--- config.mk ---
export PLATFORM = sky130hd
export DESIGN_NAME = tick_task_delay_scheduler_unit
export DESIGN_NICKNAME = d
export VERILOG_FILES = /design/src/rtl/tts_pkg.sv /design/src/rtl/tts_cell.sv /design/src/rtl/tick_task_delay_scheduler_unit.sv
export SDC_FILE = /design/constraint.sdc
export NUM_CORES = 1
export LEC_CHECK = 0
export ABC_AREA = 1
export BUFFER_PORTS_ARGS = -buffer_cell sky130_fd_sc_hd__buf_2
export CAP_MARGIN = 20
export CORE_MARGIN = 1.5
export CORE_UTILIZATION = 60
export CTS_CLUSTER_DIAMETER = 80
export DETAILED_ROUTE_END_ITERATION = 8
export PLACE_DENSITY = 0.85
export SLEW_MARGIN = 20
export SYNTH_ARGS = -nofsm -noshare
export SYNTH_HDL_FRONTEND = slang
export SYNTH_SLANG_ARGS = --single-unit
export TNS_END_PERCENT = 5
--- constraint.sdc ---
create_clock -name clk -period 7.4 [get_ports clk]
set_clock_uncertainty 0.1 [all_clocks]
set_input_delay 0.74 -clock clk [delete_from_list [all_inputs] [get_ports clk]]
set_output_delay 0.74 -clock clk [all_outputs]
set_load 0.005 [all_outputs]
--- src/rtl/tts_pkg.sv ---
// Shared types and constants for the tick task scheduler.
package tts_pkg;

    // Request codes
    typedef enum logic [1:0] {
        MODE_TICK   = 2'd0,
        MODE_CREATE = 2'd1,
        MODE_SET    = 2'd2,
        MODE_WAIT   = 2'd3
    } mode_t;

    // Most run results reported for one tick
    localparam int MAX_RUNS = 8;
    localparam int RUN_CNT_W = 4;

    typedef struct packed {
        mode_t       mode;
        logic [7:0]  task_id;
        logic [2:0]  slot;
        logic [15:0] value;
    } req_t;

    typedef struct packed {
        logic       run_valid;
        logic [2:0] run_slot;
        logic [2:0] run_id;
        logic [7:0] run_state;
        logic       accepted;
        logic       last;
    } rsp_t;

    // Contents of one table slot
    typedef struct packed {
        logic        waiting;
        logic [15:0] delay;
        logic [2:0]  ident;
        logic [7:0]  ustate;
    } entry_t;

endpackage

--- src/rtl/tts_cell.sv ---
// One table slot: holds its entry, shifts along the chain or takes a write.
module tts_cell (
    input  logic            clk,
    input  logic            shift_en,
    input  tts_pkg::entry_t shift_in,
    input  logic            wr_en,
    input  tts_pkg::req_t   cmd,
    output tts_pkg::entry_t entry
);
    import tts_pkg::*;

    entry_t entry_reg;
    entry_t entry_next;

    always_comb
    begin
        entry_next = entry_reg;
        if (shift_en)
        begin
            entry_next = shift_in;
        end
        else if (wr_en)
        begin
            unique case (cmd.mode)
                MODE_CREATE:
                begin
                    entry_next.waiting = 1'b0;
                    entry_next.delay   = 16'd1;
                    entry_next.ident   = cmd.task_id[2:0];
                    entry_next.ustate  = 8'd0;
                end
                MODE_SET:
                begin
                    entry_next.ustate = cmd.value[7:0];
                end
                MODE_WAIT:
                begin
                    entry_next.delay   = cmd.value;
                    entry_next.waiting = 1'b1;
                end
                default:
                begin
                    entry_next = entry_reg;
                end
            endcase
        end
    end

    // Payload only, no reset
    always_ff @(posedge clk)
    begin
        entry_reg <= entry_next;
    end

    assign entry = entry_reg;

endmodule

--- src/rtl/tick_task_delay_scheduler_unit.sv ---
// Top level of the tick task scheduler: cell chain plus sweep control.
//
//  channel  | ports                 | handshake
//  ---------+-----------------------+---------------------------------------
//  request  | req (req_t)           | taken at clk edge with start & !busy
//  result   | rsp (rsp_t)           | valid one cycle while done is high
//
//  Create, set and wait requests answer without a sweep: the result shows on the
//  cycle after the request and busy stays low, so requests can come back to
//  back. A tick sweeps the table: the slot chain rotates one place per
//  cycle past the head evaluator, then a closing state flushes the last
//  run result. busy is high for the sweep and the closing state.
//  Reset clears the task count and control; slot contents are undefined
//  until a create writes them. Results cannot be stalled by the receiver.
module tick_task_delay_scheduler_unit #(
    parameter int TABLE_DEPTH = 8
) (
    input  logic          clk,
    input  logic          rst_n,
    input  logic          start,
    output logic          busy,
    input  tts_pkg::req_t req,
    output logic          done,
    output tts_pkg::rsp_t rsp
);
    import tts_pkg::*;

    // Count holds 0..TABLE_DEPTH, step indexes 0..TABLE_DEPTH-1
    localparam int CNT_W  = $clog2(TABLE_DEPTH + 1);
    localparam int STEP_W = (TABLE_DEPTH > 1) ? $clog2(TABLE_DEPTH) : 1;
    localparam int CMP_W  = CNT_W + STEP_W + 3;

    typedef enum logic [1:0] {
        ST_IDLE,
        ST_SWEEP,
        ST_FINISH
    } state_t;

    state_t                 state_reg, state_next;
    logic [CNT_W-1:0]       count_reg, count_next;
    logic [STEP_W-1:0]      step_reg, step_next;
    logic [RUN_CNT_W-1:0]   nrun_reg, nrun_next;
    logic                   pend_valid_reg, pend_valid_next;
    rsp_t                   pend_reg, pend_next;
    logic                   done_reg, done_next;
    rsp_t                   rsp_reg, rsp_next;

    entry_t                 entries [TABLE_DEPTH];
    entry_t                 head_out;
    logic [TABLE_DEPTH-1:0] wr_en;

    logic accept;
    logic create_ok;
    logic slot_ok;
    logic head_occ;
    logic head_run;
    logic shift_en;

    assign accept   = start && (state_reg == ST_IDLE);
    assign shift_en = (state_reg == ST_SWEEP);

    // A create needs a legal id and a free slot; set and wait need an
    // occupied slot.
    assign create_ok = ({1'b0, req.task_id} < 9'(TABLE_DEPTH))
                    && (count_reg < CNT_W'(TABLE_DEPTH));
    assign slot_ok   = (CMP_W'(req.slot) < CMP_W'(count_reg));

    // Head evaluator: slot under the head is the one numbered step_reg
    assign head_occ = (CMP_W'(step_reg) < CMP_W'(count_reg));
    assign head_run = head_occ && (!entries[0].waiting || (entries[0].delay == 16'd0));

    always_comb
    begin
        head_out = entries[0];
        if (head_occ)
        begin
            if (head_run)
            begin
                head_out.waiting = 1'b0;
            end
            else
            begin
                head_out.delay = entries[0].delay - 16'd1;
            end
        end
    end

    // Slot chain; slot i sits in cell i while idle
    for (genvar i = 0; i < TABLE_DEPTH; i++)
    begin : g_cell
        entry_t sin;
        logic   sel;

        if (i == TABLE_DEPTH - 1)
        begin : g_tail
            assign sin = head_out;
        end
        else
        begin : g_mid
            assign sin = entries[i+1];
        end

        if (i < 8)
        begin : g_addr
            assign sel = (req.mode == MODE_CREATE)
                       ? (create_ok && (count_reg == CNT_W'(i)))
                       : (slot_ok && (req.slot == 3'(i)));
        end
        else
        begin : g_noaddr
            assign sel = (req.mode == MODE_CREATE)
                       && create_ok && (count_reg == CNT_W'(i));
        end

        assign wr_en[i] = accept && (req.mode != MODE_TICK) && sel;

        tts_cell u_cell (
            .clk      (clk),
            .shift_en (shift_en),
            .shift_in (sin),
            .wr_en    (wr_en[i]),
            .cmd      (req),
            .entry    (entries[i])
        );
    end

    always_comb
    begin
        state_next      = state_reg;
        count_next      = count_reg;
        step_next       = step_reg;
        nrun_next       = nrun_reg;
        pend_valid_next = pend_valid_reg;
        pend_next       = pend_reg;
        done_next       = 1'b0;
        rsp_next        = rsp_reg;

        unique case (state_reg)
            ST_IDLE:
            begin
                if (accept)
                begin
                    if (req.mode == MODE_TICK)
                    begin
                        state_next      = ST_SWEEP;
                        step_next       = '0;
                        nrun_next       = '0;
                        pend_valid_next = 1'b0;
                    end
                    else
                    begin
                        done_next     = 1'b1;
                        rsp_next      = '0;
                        rsp_next.last = 1'b1;
                        if (req.mode == MODE_CREATE)
                        begin
                            rsp_next.accepted = create_ok;
                            if (create_ok)
                            begin
                                count_next = count_reg + CNT_W'(1);
                            end
                        end
                        else
                        begin
                            rsp_next.accepted = slot_ok;
                        end
                    end
                end
            end
            ST_SWEEP:
            begin
                // Hold one run back so the final one can carry last
                if (head_run && (nrun_reg < RUN_CNT_W'(MAX_RUNS)))
                begin
                    if (pend_valid_reg)
                    begin
                        done_next = 1'b1;
                        rsp_next  = pend_reg;
                    end
                    pend_next           = '0;
                    pend_next.run_valid = 1'b1;
                    pend_next.run_slot  = 3'(step_reg);
                    pend_next.run_id    = entries[0].ident;
                    pend_next.run_state = entries[0].ustate;
                    pend_valid_next     = 1'b1;
                    nrun_next           = nrun_reg + RUN_CNT_W'(1);
                end
                if (step_reg == STEP_W'(TABLE_DEPTH - 1))
                begin
                    state_next = ST_FINISH;
                end
                else
                begin
                    step_next = step_reg + STEP_W'(1);
                end
            end
            ST_FINISH:
            begin
                done_next = 1'b1;
                rsp_next  = pend_valid_reg ? pend_reg : '0;
                rsp_next.last = 1'b1;
                state_next = ST_IDLE;
            end
            default:
            begin
                state_next = ST_IDLE;
            end
        endcase
    end

    always_ff @(posedge clk or negedge rst_n)
    begin
        if (!rst_n)
        begin
            state_reg      <= ST_IDLE;
            count_reg      <= '0;
            step_reg       <= '0;
            nrun_reg       <= '0;
            pend_valid_reg <= 1'b0;
            done_reg       <= 1'b0;
        end
        else
        begin
            state_reg      <= state_next;
            count_reg      <= count_next;
            step_reg       <= step_next;
            nrun_reg       <= nrun_next;
            pend_valid_reg <= pend_valid_next;
            done_reg       <= done_next;
        end
    end

    always_ff @(posedge clk)
    begin
        pend_reg <= pend_next;
        rsp_reg  <= rsp_next;
    end

    assign busy = (state_reg != ST_IDLE);
    assign done = done_reg;
    assign rsp  = rsp_reg;

    // A result never both runs a task and acknowledges a request
    a_run_xor_acc: assert property (@(posedge clk) disable iff (!rst_n)
        done |-> !(rsp.run_valid && rsp.accepted))
        else $error("run result flagged as accepted");

    // Dropping busy coincides with the closing result of a tick
    a_tick_close: assert property (@(posedge clk) disable iff (!rst_n)
        $fell(busy) |-> (done && rsp.last))
        else $error("tick ended without a last result");

    // Intermediate results only come out during a sweep
    a_mid_busy: assert property (@(posedge clk) disable iff (!rst_n)
        (done && !rsp.last) |-> busy)
        else $error("non-final result while idle");

    // Non-tick requests answer on the next cycle with a single last result
    a_cmd_one: assert property (@(posedge clk) disable iff (!rst_n)
        (start && !busy && (req.mode != MODE_TICK)) |=> (done && rsp.last && !busy))
        else $error("request did not complete in one cycle");

endmodule

==> metrics.yaml, run 1 <==
fin_nets: 1223
yosysSeqAreaShare: 0.689
r2r_cells: 7
initial_core_util: 0.617
dp_hpwl_microns: 15900
vias_per_cell: 5.42
wirelength_microns: 24100
grt_max_degree: 113
numCtsBuffers: 28
io_pins: 51
final_common_cell: "nand2_1"
dieArea_sq_um: 20300
async_flop_share: 0.0556
finalCriticalPeriod_ps: 3620
drt_iter0_markers: 982
final_cell_mix: "nand2_1 (559), edfxtp_1 (255), nor2_1 (65)"
die_w_microns: 142
cts_resized: 0
grt_pass1_wl_microns: 37600
postCtsSetupRepairBufs: 0
worstPathMaxFanout: 78
r2r_slack_ps: 3780
start_kind: "flop"
synth.top_cell.area_share: 0.657
path_clk_slew_ps: 60
rr_startpoint: "state_reg[1]"
post-synth-top-area-cell: "edfxtp_1"
cts_root_buf: "clkbuf_16"
grt_overflow: 0
syn_inst: 1118
antenna_found_initial: 0
grt_usage: 0.242
seqCellArea_sq_um: 8030
tns_ps: 0
netlist_area_sq_um: 11700
endpoint_kind: "flop"
p_leak_nw: 5.99
maxCapViolCount: 0
yosysWarnings: 0
cts_tree: "done"
multi_input_area_sq_um: 3250
setup_ws_ps: 3780
syn_area_per_cell_sq_um: 10.4
gp_congestion: 0.849
drive_gt1_frac: 0.109
status: "finished clean"
worst_hold_slack_ps: 3.88
drt_first_pass_iters: 5
hold_viol_final: 0
grt_pass1_vias: 7265
required_ps: 7450
area_delta_synth_final_pct: 12.7
final-setup-viol-count: 0
diodes: 0
vdd_drop_max_mv: 0.239
p_per_area_nw_per_um2: 421
finalCritPeriodShare: 0.489
synth_nets: 1171
instances_no_fill: 1451
tightest_slew_ps: 1060
slew_violations: 0
ys_ff_latch: 270
antenna_left: 0
hp-class: "in -> async"
synth_edf_count: 255
nFillCells: 1285
synthTopCellsByArea: "edfxtp_1 (66%), nand2_1 (18%), dfrtp_1 (3.2%), ha_1 (2.3%), nor2_1 (2.3%)"
hold_buffers: 0
cts_buffer_depth: 3
die_height_microns: 142
rsz0062_at_grt: "no"
synthFlopType: "edfxtp_1"
core_region_area_sq_um: 18900
avgRoutedWirePerCell_microns: 16.6
num_vias: 7861
dp_slack_ps: 3820
fmax_ghz: 0.276
path_class: "reg -> reg"
crit_start: "state_reg[1]"
slew_headroom: 0.292
fp-row-count: 50
route.detailed.drc: 0
reg2reg_to: "g_cell[6].u_cell.entry[23]"
largest_reg_flops: 224
arrival_ps: 3670
clock_latency_ps: 540
yosysUniqueCellTypes: 34
htreeDepth: 1
cts.sinks: 270
dp_cells: 1400
port_buffers: 50
-- how the worst max path moves through the flow --
| stage | end | slack, ps | depth (start not counted) |
|---|---|---|---|
| after floorplan | g_cell[0].u_cell.entry[11] | 4550 | 9 |
| after global placement | g_cell[6].u_cell.entry[24] | 3950 | 7 |
| after detailed placement | g_cell[6].u_cell.entry[20] | 3820 | 7 |
| after CTS | g_cell[5].u_cell.entry[20] | 3830 | 7 |
| after global routing | g_cell[4].u_cell.entry[20] | 3520 | 7 |
| final | g_cell[6].u_cell.entry[23] | 3780 | 7 |
-- Yosys cell counts, drive strengths merged (2+ instances only) --
library cell / count
inv: 65
buf: 13
a32o: 2
nor3: 5
o21ai: 22
nor4: 2
edfxtp: 255
clkbuf: 21
nand4: 5
nand2: 564
nand3: 36
ha: 21
dfrtp: 15
a21oi: 6
xor2: 3
nor2: 76
-- routing by layer --
| metal | vias to the layer above | part of all wire | global-route usage |
|---|---|---|---|
| met5 | - | 0 | 0 |
| met4 | 0 | 0.016 | 0.0673 |
| li1 | 3764 | - | - |
| met1 | 3688 | 0.44 | 0.363 |
| met3 | 32 | 0.087 | 0.0394 |
| met2 | 377 | 0.46 | 0.370 |
-- per-stage QoR --
stage | instance area, sq um | utilization | power, mW
final | 13100 | 0.695 | 5.53
after global routing | 13100 | 0.695 | 5.82
after CTS | 13100 | 0.695 | 5.53
after detailed placement | 12100 | 0.643 | 4.04
after global placement | 12100 | 0.643 | 3.97
after floorplan | 11700 | - | 3.60
-- cell families (layout without fill, tap and decap cells) --
kind of cell / after synthesis / count (layout) / synth area share
AO/OA/AOI/OAI: 34 / 34 / 0.0168
XOR/XNOR: 4 / 4 / 0.00301
adder cells (fa/ha/maj): 21 / 21 / 0.0226
buffers and inverters: 99 / 172 / 0.0340
flip-flops: 270 / 270 / 0.689
AND/OR/NAND/NOR: 690 / 690 / 0.234
-- critical path, stage by stage (launching register included) --
cell and delay (ps):
dfrtp_1 410, inv_1 160, ha_4 460, buf_4 660, nor2_1 410, nand2_1 160, nand2_1 110, nor2_2 690
-- report_power, final --
| group | internal (mW) | total [mW] | switching [mW] |
|---|---|---|---|
| sequential | 2.47 | 2.67 | 0.193 |
| clock | 0.903 | 1.48 | 0.573 |
| combinational | 0.368 | 1.39 | 1.02 |
-- area by class of cell --
class	instances	area share
clock buffer	37	0.0614
clock inverter	14	0.0137
tap	260	0.0248
sequential	270	0.612
timing repair buffer	56	0.0225
multi-input combinational	749	0.247
inverter	65	0.0186
No activity file was read; power rests on OpenSTA's default activity.
==> run 2, diff against run 1 <==
==> constraint.sdc (replaced) <==
create_clock -name clk -period 3.6 [get_ports clk]
set_clock_uncertainty 0.1 [all_clocks]
set_input_delay 0.36 -clock clk [delete_from_list [all_inputs] [get_ports clk]]
set_output_delay 0.36 -clock clk [all_outputs]
set_load 0.005 [all_outputs]
==> run 2 against run 1 <==
Net effect: power increased by 99%; global-route usage decreased by 0.25 points; clock-buffer cell count decreased by 7; sequential power increased by 100%; non-clock buffer count increased by 2; combinational power increased by 110%; wire length decreased by 1.2%; sequential share of layout area increased by 0.69 points; critical path type unchanged; largest power group unchanged; largest cell class unchanged.
==> metrics.yaml, run 2 (synthesized netlist as in run 1, its figures left out) <==
nFillCells: 1327  # +3.3%
vdd_drop_max_mv: 0.494  # +110%
hold_viol_final: 0  # unchanged
antenna_left: 0  # unchanged
cpMostUsedCell: "nand2_1"
rr_startpoint: "state_reg[1]"
tightest_slew_ps: 1100  # +35.5 ps
cts_buffer_depth: 3  # unchanged
grt_pass1_vias: 7618  # +4.9%
cp_top_family: "simple AND/OR/NAND/NOR gates"
fin_nets: 1224  # +0.082%
r2r_slack_ps: 600  # -3180 ps
area_delta_synth_final_pct: 11.4
vias_per_cell: 5.44  # +0.50%
hp-class: "in -> reg"
drt_iter0_markers: 954  # -2.9%
die_w_microns: 142  # unchanged
num_vias: 7884  # +0.29%
arrival_ps: 3030  # -640 ps
numCtsBuffers: 27  # -3.6%
status: "finished clean"
finalCriticalPeriod_ps: 3000  # -625 ps
rsz0062_at_grt: "no"
hold_path_startpoint: "start"
utilization: 0.687  # -0.00775
path_clk_slew_ps: 60  # about the same
grt_overflow: 0  # unchanged
tns_ps: 0  # unchanged
core_region_area_sq_um: 18900  # unchanged
largest_reg_flops: 224  # unchanged
initial_core_util: 0.617  # unchanged
grt_max_degree: 121  # +7.1%
cts_tree: "done"
start_kind: "flop"
holdPathStages: 3
diodes: 0  # unchanged
drive_gt1_frac: 0.103  # -0.00646
grt_pass1_wl_microns: 37800  # +0.44%
wirelength_microns: 23800  # -1.2%
path_depth: 8  # +1
reg2reg_to: "g_cell[5].u_cell.entry[16]"
antenna_found_initial: 0  # unchanged
fmax_ghz: 0.334  # +21%
maxCapViolCount: 0  # unchanged
dp_cells: 1401  # +0.071%
required_ps: 3640  # -3810 ps
htreeDepth: 1  # unchanged
crit_path_cell_trace: "inv_1 > ha_1 > nand3_1 > nor2_2 > nand2_1 > nand2_1 > nand2_1 > nor2_2"
die_height_microns: 142  # unchanged
slew_violations: 0  # unchanged
worstPathMaxFanout: 17  # -78%
io_pins: 51  # unchanged
crit_path_max_incr_delay_ps: 830  # +140 ps
fp-row-count: 50  # unchanged
p_leak_nw: 5.92  # -1.2%
whs_endpoint: "done"
postCtsSetupRepairBufs: 0  # unchanged
avgRoutedWirePerCell_microns: 16.4  # -1.0%
port_buffers: 50  # unchanged
clock_latency_ps: 530  # about the same
dp_hpwl_microns: 15000  # -5.8%
cts.sinks: 270  # unchanged
crit_buf_inv: 1  # -1
endpoint_kind: "flop"
drt_first_pass_iters: 5  # unchanged
route.detailed.drc: 0  # unchanged
p_per_area_nw_per_um2: 846  # +100%
final_cell_mix: "nand2_1 (559), edfxtp_1 (255), nor2_1 (65)"
path_class: "reg -> reg"
slew_headroom: 0.268  # -0.0244
finalCritPeriodShare: 0.832  # +0.343
grt_usage: 0.239  # -0.00245
cts_root_buf: "clkbuf_16"
final_common_cell: "nand2_1"
dieArea_sq_um: 20300  # unchanged
final-setup-viol-count: 0  # unchanged
instances_no_fill: 1448  # -0.21%
gp_congestion: 0.933  # +9.9%
cpMaxStageDelayCell: "nor2_2"
r2r_cells: 8  # +1
-- run 2: changes by cell type in the layout (fill, tap and decap cells not counted), sizes merged --
cell / delta
clkinv: +5
dlygate4sd3: +1
clkbuf: -7
inv: -1
bufinv: -2
buf: +1
-- run 2: worst max path at each step --
stage / start / end / slack, ps
5_1_grt: state_reg[1] / g_cell[2].u_cell.entry[19] / 440
4_1_cts: state_reg[1] / g_cell[5].u_cell.entry[26] / 630
6_report: state_reg[1] / g_cell[5].u_cell.entry[16] / 600
3_3_place_gp: state_reg[1] / g_cell[5].u_cell.entry[17] / 750
2_1_floorplan: state_reg[1] / g_cell[0].u_cell.entry[11] / 1050
3_5_place_dp: state_reg[1] / g_cell[5].u_cell.entry[17] / 630
-- run 2: what timing repair did --
item	CTS	global route
hold endpoints to repair	15	0
resized for setup	0	0
hold buffers	1	0
-- run 2: cell type report --
type / count / area [sq um] / area share
flip-flops and latches: 270 / 8030 / 0.619
inverters: 65 / 244 / 0.0188
clock buffers: 30 / 687 / 0.0529
multi-input cells: 749 / 3250 / 0.250
repair buffers: 58 / 317 / 0.0244
well taps: 260 / 325 / 0.0251
clock inverters: 16 / 131 / 0.0101
-- run 2: power breakdown --
part / total (mW) / internal, mW / switching (mW)
sequential: 5.46 / 5.09 / 0.378
clock: 2.65 / 1.51 / 1.14
combinational: 2.88 / 0.755 / 2.12
-- run 2: through the flow --
| step | hold WS (ps) | power (mW) | cell area (sq um) | worst slack [ps] |
|---|---|---|---|---|
| floorplan | -35.6 | 7.40 | 11700 | 1050 |
| global placement | 189 | 8.20 | 12200 | 749 |
| detailed placement | 201 | 8.34 | 12200 | 629 |
| CTS | 128 | 11.0 | 13000 | 634 |
| global route | 176 | 11.6 | 13000 | 436 |
| finish | 146 | 11.0 | 13000 | 604 |
-- run 2: worst min-delay path: cells and delay by family --
kind,cells,cell delay [ps]
AO/OA/AOI/OAI,2,250
buffers and inverters,1,110
-- run 2: routing by layer --
metal / up-vias / global-route usage / wire, microns
met1: 3721 / 0.335 / 10300
li1: 3767 / - / -
met3: 45 / 0.0357 / 1730
met4: 0 / 0.0754 / 563
met5: - / 0 / 0
met2: 351 / 0.391 / 11200
